[config.mk]
export PLATFORM = sky130hd
export DESIGN_NAME = four_band_biquad_equalizer
export DESIGN_NICKNAME = d
export VERILOG_FILES = /design/src/sv/fbbq_pkg.sv /design/src/sv/fbbq_front.sv /design/src/sv/fbbq_queue.sv /design/src/sv/fbbq_back.sv /design/src/sv/four_band_biquad_equalizer.sv
export SDC_FILE = /design/constraint.sdc
export NUM_CORES = 2
export LEC_CHECK = 0
export BUFFER_PORTS_ARGS = -buffer_cell sky130_fd_sc_hd__clkbuf_2
export CELL_PAD_IN_SITES_DETAIL_PLACEMENT = 0
export CELL_PAD_IN_SITES_GLOBAL_PLACEMENT = 1
export CORE_MARGIN = 3
export CORE_UTILIZATION = 58
export CTS_CLUSTER_DIAMETER = 120
export DETAILED_ROUTE_END_ITERATION = 10
export PLACE_DENSITY_LB_ADDON = 0.1
export SLEW_MARGIN = 25
export SYNTH_ARGS = -nofsm -noshare
export SYNTH_HDL_FRONTEND = slang
export SYNTH_HIERARCHICAL = 1
export SYNTH_SLANG_ARGS = --single-unit
[constraint.sdc]
create_clock -name clk -period 16.15 [get_ports clk]
set_clock_uncertainty 0.05 [all_clocks]
set_input_delay 3.23 -clock clk [delete_from_list [all_inputs] [get_ports clk]]
set_output_delay 3.23 -clock clk [all_outputs]
set_load 0.1 [all_outputs]
[src/sv/fbbq_pkg.sv]
`timescale 1ns / 1ps
// ----------------------------------------------------------------------------
// Four-band equaliser package
// Shared widths, formats, item and status types for the equaliser blocks.
// ----------------------------------------------------------------------------
package fbbq_pkg;

  localparam int BANDS          = 4;
  localparam int BAND_W         = 2;
  localparam int COEFS_PER_BAND = 5;
  localparam int SLOT_W         = 3;

  localparam int SAMPLE_W   = 16;
  localparam int STAGE_W    = 24;
  localparam int STAGE_FRAC = 15;
  localparam int COEF_W     = 32;
  localparam int COEF_FRAC  = 24;
  localparam int GAIN_W     = 16;
  localparam int GAIN_FRAC  = 15;

  // One product of a coefficient and a stage value, and a sum of five of them.
  localparam int PROD_W = COEF_W + STAGE_W;
  localparam int ACC_W  = PROD_W + 3;

  // Right shift that brings the gain product back to sample format.
  localparam int GAIN_SHIFT = STAGE_FRAC + GAIN_FRAC - (SAMPLE_W - 1);

  localparam logic [COEF_W-1:0] COEF_ONE   = COEF_W'(32'h0100_0000);
  localparam logic [GAIN_W-1:0] GAIN_RESET = GAIN_W'(32768);
  localparam logic [GAIN_W-1:0] MUTE_LEVEL = '0;

  // Slots of a section's coefficient set.
  localparam logic [SLOT_W-1:0] SLOT_B0 = SLOT_W'(0);
  localparam logic [SLOT_W-1:0] SLOT_B1 = SLOT_W'(1);
  localparam logic [SLOT_W-1:0] SLOT_B2 = SLOT_W'(2);
  localparam logic [SLOT_W-1:0] SLOT_A1 = SLOT_W'(3);
  localparam logic [SLOT_W-1:0] SLOT_A2 = SLOT_W'(4);

  localparam int QUEUE_DEPTH = 2;
  localparam int QPTR_W      = 1;
  localparam int QCNT_W      = 2;

  typedef enum logic {
    OP_FILTER = 1'b0,
    OP_LOAD   = 1'b1
  } op_t;

  typedef enum logic [2:0] {
    ST_IDLE,
    ST_MAC,
    ST_DRAIN,
    ST_STAGE,
    ST_GAIN,
    ST_EMIT
  } state_t;

  typedef struct packed {
    op_t                        op;
    logic signed [SAMPLE_W-1:0] sample;
    logic [BAND_W-1:0]          band;
    logic [SLOT_W-1:0]          slot;
    logic [COEF_W-1:0]          value;
    logic                       block_end;
  } item_t;

  typedef struct packed {
    logic full;
    logic empty;
  } q_stat_t;

  typedef struct packed {
    logic idle;
    logic emit;
  } back_stat_t;

endpackage

[src/sv/fbbq_front.sv]
`timescale 1ns / 1ps
// ----------------------------------------------------------------------------
// Equaliser front end
// Accepts input transactions, classifies them and drops invalid writes.
// ----------------------------------------------------------------------------
module fbbq_front
  import fbbq_pkg::*;
(
  input  logic                       in_valid,
  output logic                       in_stall,
  input  logic                       command,
  input  logic signed [SAMPLE_W-1:0] sample_in,
  input  logic [BAND_W-1:0]          coef_band,
  input  logic [SLOT_W-1:0]          coef_slot,
  input  logic signed [COEF_W-1:0]   coef_value,
  input  logic                       block_end,
  input  q_stat_t                    q_stat,
  output logic                       q_push,
  output item_t                      q_item
);

  logic accept;
  logic keep;
  op_t  op;

  assign in_stall = q_stat.full;
  assign accept   = in_valid && !q_stat.full;
  assign op       = command ? OP_LOAD : OP_FILTER;

  // A write to a slot or band that does not exist is taken and forgotten.
  always_comb begin
    unique case (op)
      OP_LOAD:   keep = (coef_slot < SLOT_W'(COEFS_PER_BAND)) &&
                        ({1'b0, coef_band} < (BAND_W + 1)'(BANDS));
      OP_FILTER: keep = 1'b1;
      default:   keep = 1'b0;
    endcase
  end

  assign q_push           = accept && keep;
  assign q_item.op        = op;
  assign q_item.sample    = sample_in;
  assign q_item.band      = coef_band;
  assign q_item.slot      = coef_slot;
  assign q_item.value     = coef_value;
  assign q_item.block_end = block_end;

endmodule

[src/sv/fbbq_queue.sv]
`timescale 1ns / 1ps
// ----------------------------------------------------------------------------
// Equaliser item queue
// Two-entry queue between the front end and the filter engine.
// ----------------------------------------------------------------------------
module fbbq_queue
  import fbbq_pkg::*;
(
  input  logic    clk,
  input  logic    rst,
  input  logic    push,
  input  item_t   push_item,
  input  logic    pop,
  output item_t   head,
  output q_stat_t stat
);

  item_t             entries [QUEUE_DEPTH];
  logic [QPTR_W-1:0] wr_ptr;
  logic [QPTR_W-1:0] rd_ptr;
  logic [QCNT_W-1:0] count;

  assign stat.full  = (count == QCNT_W'(QUEUE_DEPTH));
  assign stat.empty = (count == '0);
  assign head       = entries[rd_ptr];

  always_ff @(posedge clk) begin
    if (rst) begin
      wr_ptr <= '0;
      rd_ptr <= '0;
      count  <= '0;
    end else begin
      if (push) begin
        wr_ptr <= wr_ptr + 1'b1;
      end
      if (pop) begin
        rd_ptr <= rd_ptr + 1'b1;
      end
      if (push && !pop) begin
        count <= count + 1'b1;
      end else if (pop && !push) begin
        count <= count - 1'b1;
      end
    end
  end

  always_ff @(posedge clk) begin
    if (push) begin
      entries[wr_ptr] <= push_item;
    end
  end

endmodule

[src/sv/fbbq_back.sv]
`timescale 1ns / 1ps
// ----------------------------------------------------------------------------
// Equaliser filter engine
// Runs queued items through the biquad cascade on one shared multiplier.
// ----------------------------------------------------------------------------
module fbbq_back
  import fbbq_pkg::*;
(
  input  logic                       clk,
  input  logic                       rst,
  input  item_t                      head,
  input  q_stat_t                    q_stat,
  output logic                       pop,
  input  logic [GAIN_W-1:0]          gain,
  output logic                       out_valid,
  input  logic                       out_stall,
  output logic signed [SAMPLE_W-1:0] sample_out,
  output logic                       block_end_out,
  output back_stat_t                 stat
);

  localparam int STAGE_SH_W = ACC_W - COEF_FRAC;
  localparam int GAIN_SH_W  = PROD_W - GAIN_SHIFT;
  localparam logic signed [ACC_W-1:0]  STAGE_HALF = ACC_W'(1) << (COEF_FRAC - 1);
  localparam logic signed [PROD_W-1:0] GAIN_HALF  = PROD_W'(1) << (GAIN_SHIFT - 1);

  state_t state;
  state_t state_next;

  logic signed [COEF_W-1:0]  coef [BANDS][COEFS_PER_BAND];
  logic signed [STAGE_W-1:0] xh [BANDS][2];
  logic signed [STAGE_W-1:0] yh [BANDS][2];

  logic [BAND_W-1:0]         band;
  logic [SLOT_W-1:0]         step;
  logic signed [STAGE_W-1:0] x_cur;
  logic                      mark;
  logic signed [PROD_W-1:0]  prod;
  logic                      prod_neg;
  logic signed [ACC_W-1:0]   acc;

  logic signed [COEF_W-1:0]     mul_a;
  logic signed [STAGE_W-1:0]    mul_b;
  logic signed [STAGE_W-1:0]    hist_op;
  logic signed [ACC_W-1:0]      acc_sum;
  logic signed [ACC_W-1:0]      stage_rnd;
  logic [STAGE_SH_W-1:0]        stage_sh;
  logic signed [STAGE_W-1:0]    stage_y;
  logic signed [PROD_W-1:0]     gain_rnd;
  logic [GAIN_SH_W-1:0]         gain_sh;
  logic signed [SAMPLE_W-1:0]   gain_y;
  logic                         out_free;
  logic                         out_load;
  logic                         last_band;

  assign last_band = (band == BAND_W'(BANDS - 1));
  assign out_free  = !out_valid || !out_stall;

  // Operand taken from the section's history for the current tap.
  always_comb begin
    unique case (step)
      SLOT_B0: hist_op = x_cur;
      SLOT_B1: hist_op = xh[band][0];
      SLOT_B2: hist_op = xh[band][1];
      SLOT_A1: hist_op = yh[band][0];
      SLOT_A2: hist_op = yh[band][1];
      default: hist_op = '0;
    endcase
  end

  always_comb begin
    if (state == ST_GAIN) begin
      mul_a = {{(COEF_W - GAIN_W){1'b0}}, gain};
      mul_b = x_cur;
    end else begin
      mul_a = coef[band][step];
      mul_b = hist_op;
    end
  end

  assign acc_sum = prod_neg ? acc - ACC_W'(prod) : acc + ACC_W'(prod);

  // Round half up, then saturate to the stage width.
  assign stage_rnd = acc + STAGE_HALF;
  assign stage_sh  = stage_rnd[ACC_W-1:COEF_FRAC];
  always_comb begin
    if ((&stage_sh[STAGE_SH_W-1:STAGE_W-1]) || !(|stage_sh[STAGE_SH_W-1:STAGE_W-1])) begin
      stage_y = stage_sh[STAGE_W-1:0];
    end else if (stage_sh[STAGE_SH_W-1]) begin
      stage_y = {1'b1, {(STAGE_W - 1){1'b0}}};
    end else begin
      stage_y = {1'b0, {(STAGE_W - 1){1'b1}}};
    end
  end

  assign gain_rnd = prod + GAIN_HALF;
  assign gain_sh  = gain_rnd[PROD_W-1:GAIN_SHIFT];
  always_comb begin
    if (gain <= MUTE_LEVEL) begin
      gain_y = '0;
    end else if ((&gain_sh[GAIN_SH_W-1:SAMPLE_W-1]) ||
                 !(|gain_sh[GAIN_SH_W-1:SAMPLE_W-1])) begin
      gain_y = gain_sh[SAMPLE_W-1:0];
    end else if (gain_sh[GAIN_SH_W-1]) begin
      gain_y = {1'b1, {(SAMPLE_W - 1){1'b0}}};
    end else begin
      gain_y = {1'b0, {(SAMPLE_W - 1){1'b1}}};
    end
  end

  always_ff @(posedge clk) begin
    if (rst) begin
      state <= ST_IDLE;
    end else begin
      state <= state_next;
    end
  end

  always_comb begin
    state_next = state;
    pop        = 1'b0;
    out_load   = 1'b0;
    unique case (state)
      ST_IDLE: begin
        if (!q_stat.empty) begin
          pop = 1'b1;
          if (head.op == OP_FILTER) begin
            state_next = ST_MAC;
          end
        end
      end
      ST_MAC: begin
        if (step == SLOT_A2) begin
          state_next = ST_DRAIN;
        end
      end
      ST_DRAIN: state_next = ST_STAGE;
      ST_STAGE: state_next = last_band ? ST_GAIN : ST_MAC;
      ST_GAIN:  state_next = ST_EMIT;
      ST_EMIT: begin
        if (out_free) begin
          out_load   = 1'b1;
          state_next = ST_IDLE;
        end
      end
      default: state_next = ST_IDLE;
    endcase
  end

  assign stat.idle = (state == ST_IDLE);
  assign stat.emit = out_load;

  // Datapath sequencing.
  always_ff @(posedge clk) begin
    unique case (state)
      ST_IDLE: begin
        band  <= '0;
        step  <= '0;
        x_cur <= STAGE_W'(head.sample);
        mark  <= head.block_end;
      end
      ST_MAC: begin
        prod     <= PROD_W'(mul_a) * PROD_W'(mul_b);
        prod_neg <= (step >= SLOT_A1);
        acc      <= (step == SLOT_B0) ? '0 : acc_sum;
        if (step != SLOT_A2) begin
          step <= step + 1'b1;
        end
      end
      ST_DRAIN: acc <= acc_sum;
      ST_STAGE: begin
        x_cur <= stage_y;
        step  <= '0;
        band  <= band + 1'b1;
      end
      ST_GAIN: prod <= PROD_W'(mul_a) * PROD_W'(mul_b);
      ST_EMIT: ;
      default: ;
    endcase
  end

  // Coefficients and section histories; reset gives a passthrough cascade.
  always_ff @(posedge clk) begin
    if (rst) begin
      for (int b = 0; b < BANDS; b++) begin
        for (int s = 0; s < COEFS_PER_BAND; s++) begin
          coef[b][s] <= (s == 0) ? COEF_ONE : '0;
        end
        xh[b][0] <= '0;
        xh[b][1] <= '0;
        yh[b][0] <= '0;
        yh[b][1] <= '0;
      end
    end else begin
      if (pop && head.op == OP_LOAD) begin
        coef[head.band][head.slot] <= head.value;
      end
      if (state == ST_STAGE) begin
        xh[band][1] <= xh[band][0];
        xh[band][0] <= x_cur;
        yh[band][1] <= yh[band][0];
        yh[band][0] <= stage_y;
      end
    end
  end

  always_ff @(posedge clk) begin
    if (rst) begin
      out_valid <= 1'b0;
    end else if (out_load) begin
      out_valid <= 1'b1;
    end else if (!out_stall) begin
      out_valid <= 1'b0;
    end
  end

  always_ff @(posedge clk) begin
    if (out_load) begin
      sample_out    <= gain_y;
      block_end_out <= mark;
    end
  end

endmodule

[src/sv/four_band_biquad_equalizer.sv]
`timescale 1ns / 1ps
// ----------------------------------------------------------------------------
// Four-band biquad equaliser
// Four cascaded direct-form-1 biquad sections followed by an output gain.
// ----------------------------------------------------------------------------
// The input channel carries two kinds of transaction. A filter transaction
// (command low) delivers one Q1.15 sample, and exactly one output
// transaction follows with the equalised, gain-scaled sample and a copy of
// its block_end mark. A coefficient transaction (command high) loads one
// Q8.24 coefficient of one section and produces no output; writes to a
// slot beyond a2 are dropped.
// Both channels use valid and stall. Input transactions enter a two-entry
// queue, so the input is stalled only while that queue is full.
// The engine uses one multiplier for all twenty products of a sample and
// for the gain, so it works on a sample in steps: it collects it, runs
// each section through five taps, a drain of the accumulator and a round
// and saturate, then applies the gain and emits the result. It takes no
// new item until that sample is done; a coefficient write is taken while
// the engine is idle and leaves it idle.
// When the receiver stalls, the result is held in the output register and
// the engine waits in its last step; the queue keeps taking input.
// Reset restores passthrough coefficients, clears all histories and sets the
// output gain to unity. The user must write the gain register (cfg_write,
// cfg_data) only while the block is idle; the block does not enforce it.
// ----------------------------------------------------------------------------
module four_band_biquad_equalizer
  import fbbq_pkg::*;
(
  input  logic                       clk,
  input  logic                       rst,
  input  logic                       cfg_write,
  input  logic [GAIN_W-1:0]          cfg_data,
  input  logic                       in_valid,
  output logic                       in_stall,
  input  logic                       command,
  input  logic signed [SAMPLE_W-1:0] sample_in,
  input  logic [BAND_W-1:0]          coef_band,
  input  logic [SLOT_W-1:0]          coef_slot,
  input  logic signed [COEF_W-1:0]   coef_value,
  input  logic                       block_end,
  output logic                       out_valid,
  input  logic                       out_stall,
  output logic signed [SAMPLE_W-1:0] sample_out,
  output logic                       block_end_out
);

  // Output gain, unsigned Q1.15.
  logic [GAIN_W-1:0] output_gain;

  logic       q_push;
  logic       q_pop;
  item_t      q_item;
  item_t      q_head;
  q_stat_t    q_stat;
  back_stat_t b_stat;

  always_ff @(posedge clk) begin
    if (rst) begin
      output_gain <= GAIN_RESET;
    end else if (cfg_write) begin
      output_gain <= cfg_data;
    end
  end

  // The front end decodes each transaction and pushes it into the queue.
  fbbq_front u_front (
    .in_valid   (in_valid),
    .in_stall   (in_stall),
    .command    (command),
    .sample_in  (sample_in),
    .coef_band  (coef_band),
    .coef_slot  (coef_slot),
    .coef_value (coef_value),
    .block_end  (block_end),
    .q_stat     (q_stat),
    .q_push     (q_push),
    .q_item     (q_item)
  );

  fbbq_queue u_queue (
    .clk       (clk),
    .rst       (rst),
    .push      (q_push),
    .push_item (q_item),
    .pop       (q_pop),
    .head      (q_head),
    .stat      (q_stat)
  );

  // The engine takes one item at a time from the head of the queue.
  fbbq_back u_back (
    .clk           (clk),
    .rst           (rst),
    .head          (q_head),
    .q_stat        (q_stat),
    .pop           (q_pop),
    .gain          (output_gain),
    .out_valid     (out_valid),
    .out_stall     (out_stall),
    .sample_out    (sample_out),
    .block_end_out (block_end_out),
    .stat          (b_stat)
  );

`ifndef ASSERT_OFF
  // The front end must never push into a full queue.
  a_no_overflow: assert property (@(posedge clk) disable iff (rst)
    !(q_push && q_stat.full))
    else $error("item pushed into a full queue");

  // The engine takes items only when idle and only from a non-empty queue.
  a_pop_legal: assert property (@(posedge clk) disable iff (rst)
    q_pop |-> (b_stat.idle && !q_stat.empty))
    else $error("queue popped while empty or while the engine was busy");

  // A new result appears only from the engine's final step.
  a_out_source: assert property (@(posedge clk) disable iff (rst)
    $rose(out_valid) |-> $past(b_stat.emit))
    else $error("output valid raised without a finished sample");
`endif

endmodule
==> impl_metrics.yaml <==
place:
  place.detailed.hpwl_microns: 172600
  place_congestion: 0.9234
  io_buffers: 94
route:
  wl_per_cell_microns: 27.16
  vias: 59645
  ant_nets: 0
  drc: 0
  first_pass_iters: 6
  first_iter_violations: 6030
  viasPerCell: 6.192
  totalWireLength_microns: 261600
clocking:
  cts_tree: "built"
  root_buffer: "clkbuf_16"
  cts_hold_buffers: 0
  tritoncts.num_buffers: 145
  clkTransAtPathRegs_ns: 0.06
  htree_levels: 4
  cts_setup_buffers: 0
  clkLatencyLatePin_ns: 0.80
  cts_max_path_buffers: 3
  cts_resized: 0
  clock-sinks: 1324
worst_setup_path:
  startpoint_type: "register"
  crit_path_end_kind: "register"
  critPathMaxStageDelay_ns: 0.75
  path_max_fanout: 37
  critPathKind: "register to register"
  crit_family: "adder cells"
  required_ns: 16.61
  crit_buf_inv: 6
  slowest_stage: "fa_1"
  reg2reg_slack_ns: 4.57
  cp_common_cell: "fa_1"
  crit_arrival_ns: 12.04
synthesis:
  ys_warn_count: 6
  syn_nets: 8760
  synthCells: 7678
  syn_area_sq_um: 91390
  syn_avg_cell_area_sq_um: 11.90
status:
  status: "complete, no violations"
grt:
  grt_pass1_wl_microns: 393300
  antenna_found_initial: 6
  overflow: 0
  grt_max_degree: 118
  grt_pass1_vias: 61578
  grtUsageTotal: 0.3261
sta:
  slew_viol_final: 0
  hold_viol_final: 0
  tns_ns: 0
  rsz0062_at_grt: "false"
  post-route-period-util: 0.7169
  min_period_ns: 11.58
  max_freq_mhz: 86.38
  worst_pin_slew_ns: 1.148
  setup_viol: 0
  relSlewSlack: 0.2327
final_layout:
  multi_input_area_sq_um: 46290
  register_area_sq_um: 39500
  fin_nets: 8542
  area_delta_synth_final_pct: 7.046
  fillers: 12328
  drive_gt1_frac: 0.1225
die:
  rows: 145
  start_util: 0.5844
  num_io_pins: 95
  die_w_microns: 403.0
  die_y_microns: 403.0
  dieArea_sq_um: 162400
  core_area_sq_um: 156400
worst_hold_path:
  hold_path.class: "register to register"
run:
  maxCapViolations: 0
## state kept, by name, summed over array words and instances, names as in the netlist, named ones only
signal,flops
u_queue/count,2
output_gain,16
u_back/band,2
u_back/xh,192
u_queue/wr_ptr,1
u_queue/rd_ptr,1
u_queue/entries,110
u_back/mark,1
u_back/x_cur,24
u_back/coef,640
u_back/prod_neg,1
u_back/sample_out,16
u_back/acc,59
u_back/prod,56
u_back/block_end_out,1
u_back/yh,192
u_back/out_valid,1
u_back/step,3
u_back/state,3
## area by class of cell
cell class | count | area share
Inverter | 877 | 0.03365
Clock buffer | 185 | 0.03935
Multi-Input combinational cell | 4884 | 0.4731
Antenna cell | 1 | 0.00002558
Timing Repair Buffer | 228 | 0.01539
Clock inverter | 75 | 0.008415
Sequential cell | 1324 | 0.4037
Tap cell | 2058 | 0.02632
## routing by layer
| layer | vias to the layer above | GRT usage | share of wire |
|---|---|---|---|
| met5 | - | 0 | 0.000038 |
| met4 | 2 | 0.1115 | 0.037 |
| met3 | 504 | 0.07078 | 0.099 |
| met2 | 2900 | 0.5310 | 0.48 |
| met1 | 30695 | 0.4386 | 0.39 |
| li1 | 25544 | - | - |
## cells in the final DEF (no fill, tap or decap), drive strengths merged, types with 199 or more instances in the layout
cell type     n
mux4        288
and3        430
fa          785
and2        673
edfxtp     1297
inv         881
a21oi       199
nand2       623
ha          221
nor2        430
clkbuf      279
## worst paths after layout
| kind | endpoint | cells past startpoint | from |
|---|---|---|---|
| hold / removal | u_back/block_end_out | 0 | u_back/mark |
| setup / recovery | u_back/prod[55] | 30 | u_back/step[0] |
| hold reg to reg | u_back/block_end_out | 0 | u_back/mark |
| setup reg to reg | u_back/prod[55] | 30 | u_back/step[0] |
## through the flow
stage / cells / hold WS (ns) / util / setup slack, ns / instance area, sq um
2_1_floorplan: 7678 / 0.3503 / - / 6.020 / 91390
3_3_place_gp: 9371 / 0.4323 / 0.5952 / 4.783 / 93080
3_5_place_dp: 9371 / 0.4348 / 0.5954 / 4.719 / 93110
4_1_cts: 9631 / 0.4356 / 0.6253 / 4.619 / 97780
5_1_grt: 9631 / 0.4419 / 0.6256 / 3.995 / 97830
6_report: 9632 / 0.4328 / 0.6256 / 4.573 / 97830
Power is left out: the tool's default activity adds up to more than one toggle a clock period on the data nets, which glitch-free logic cannot reach.
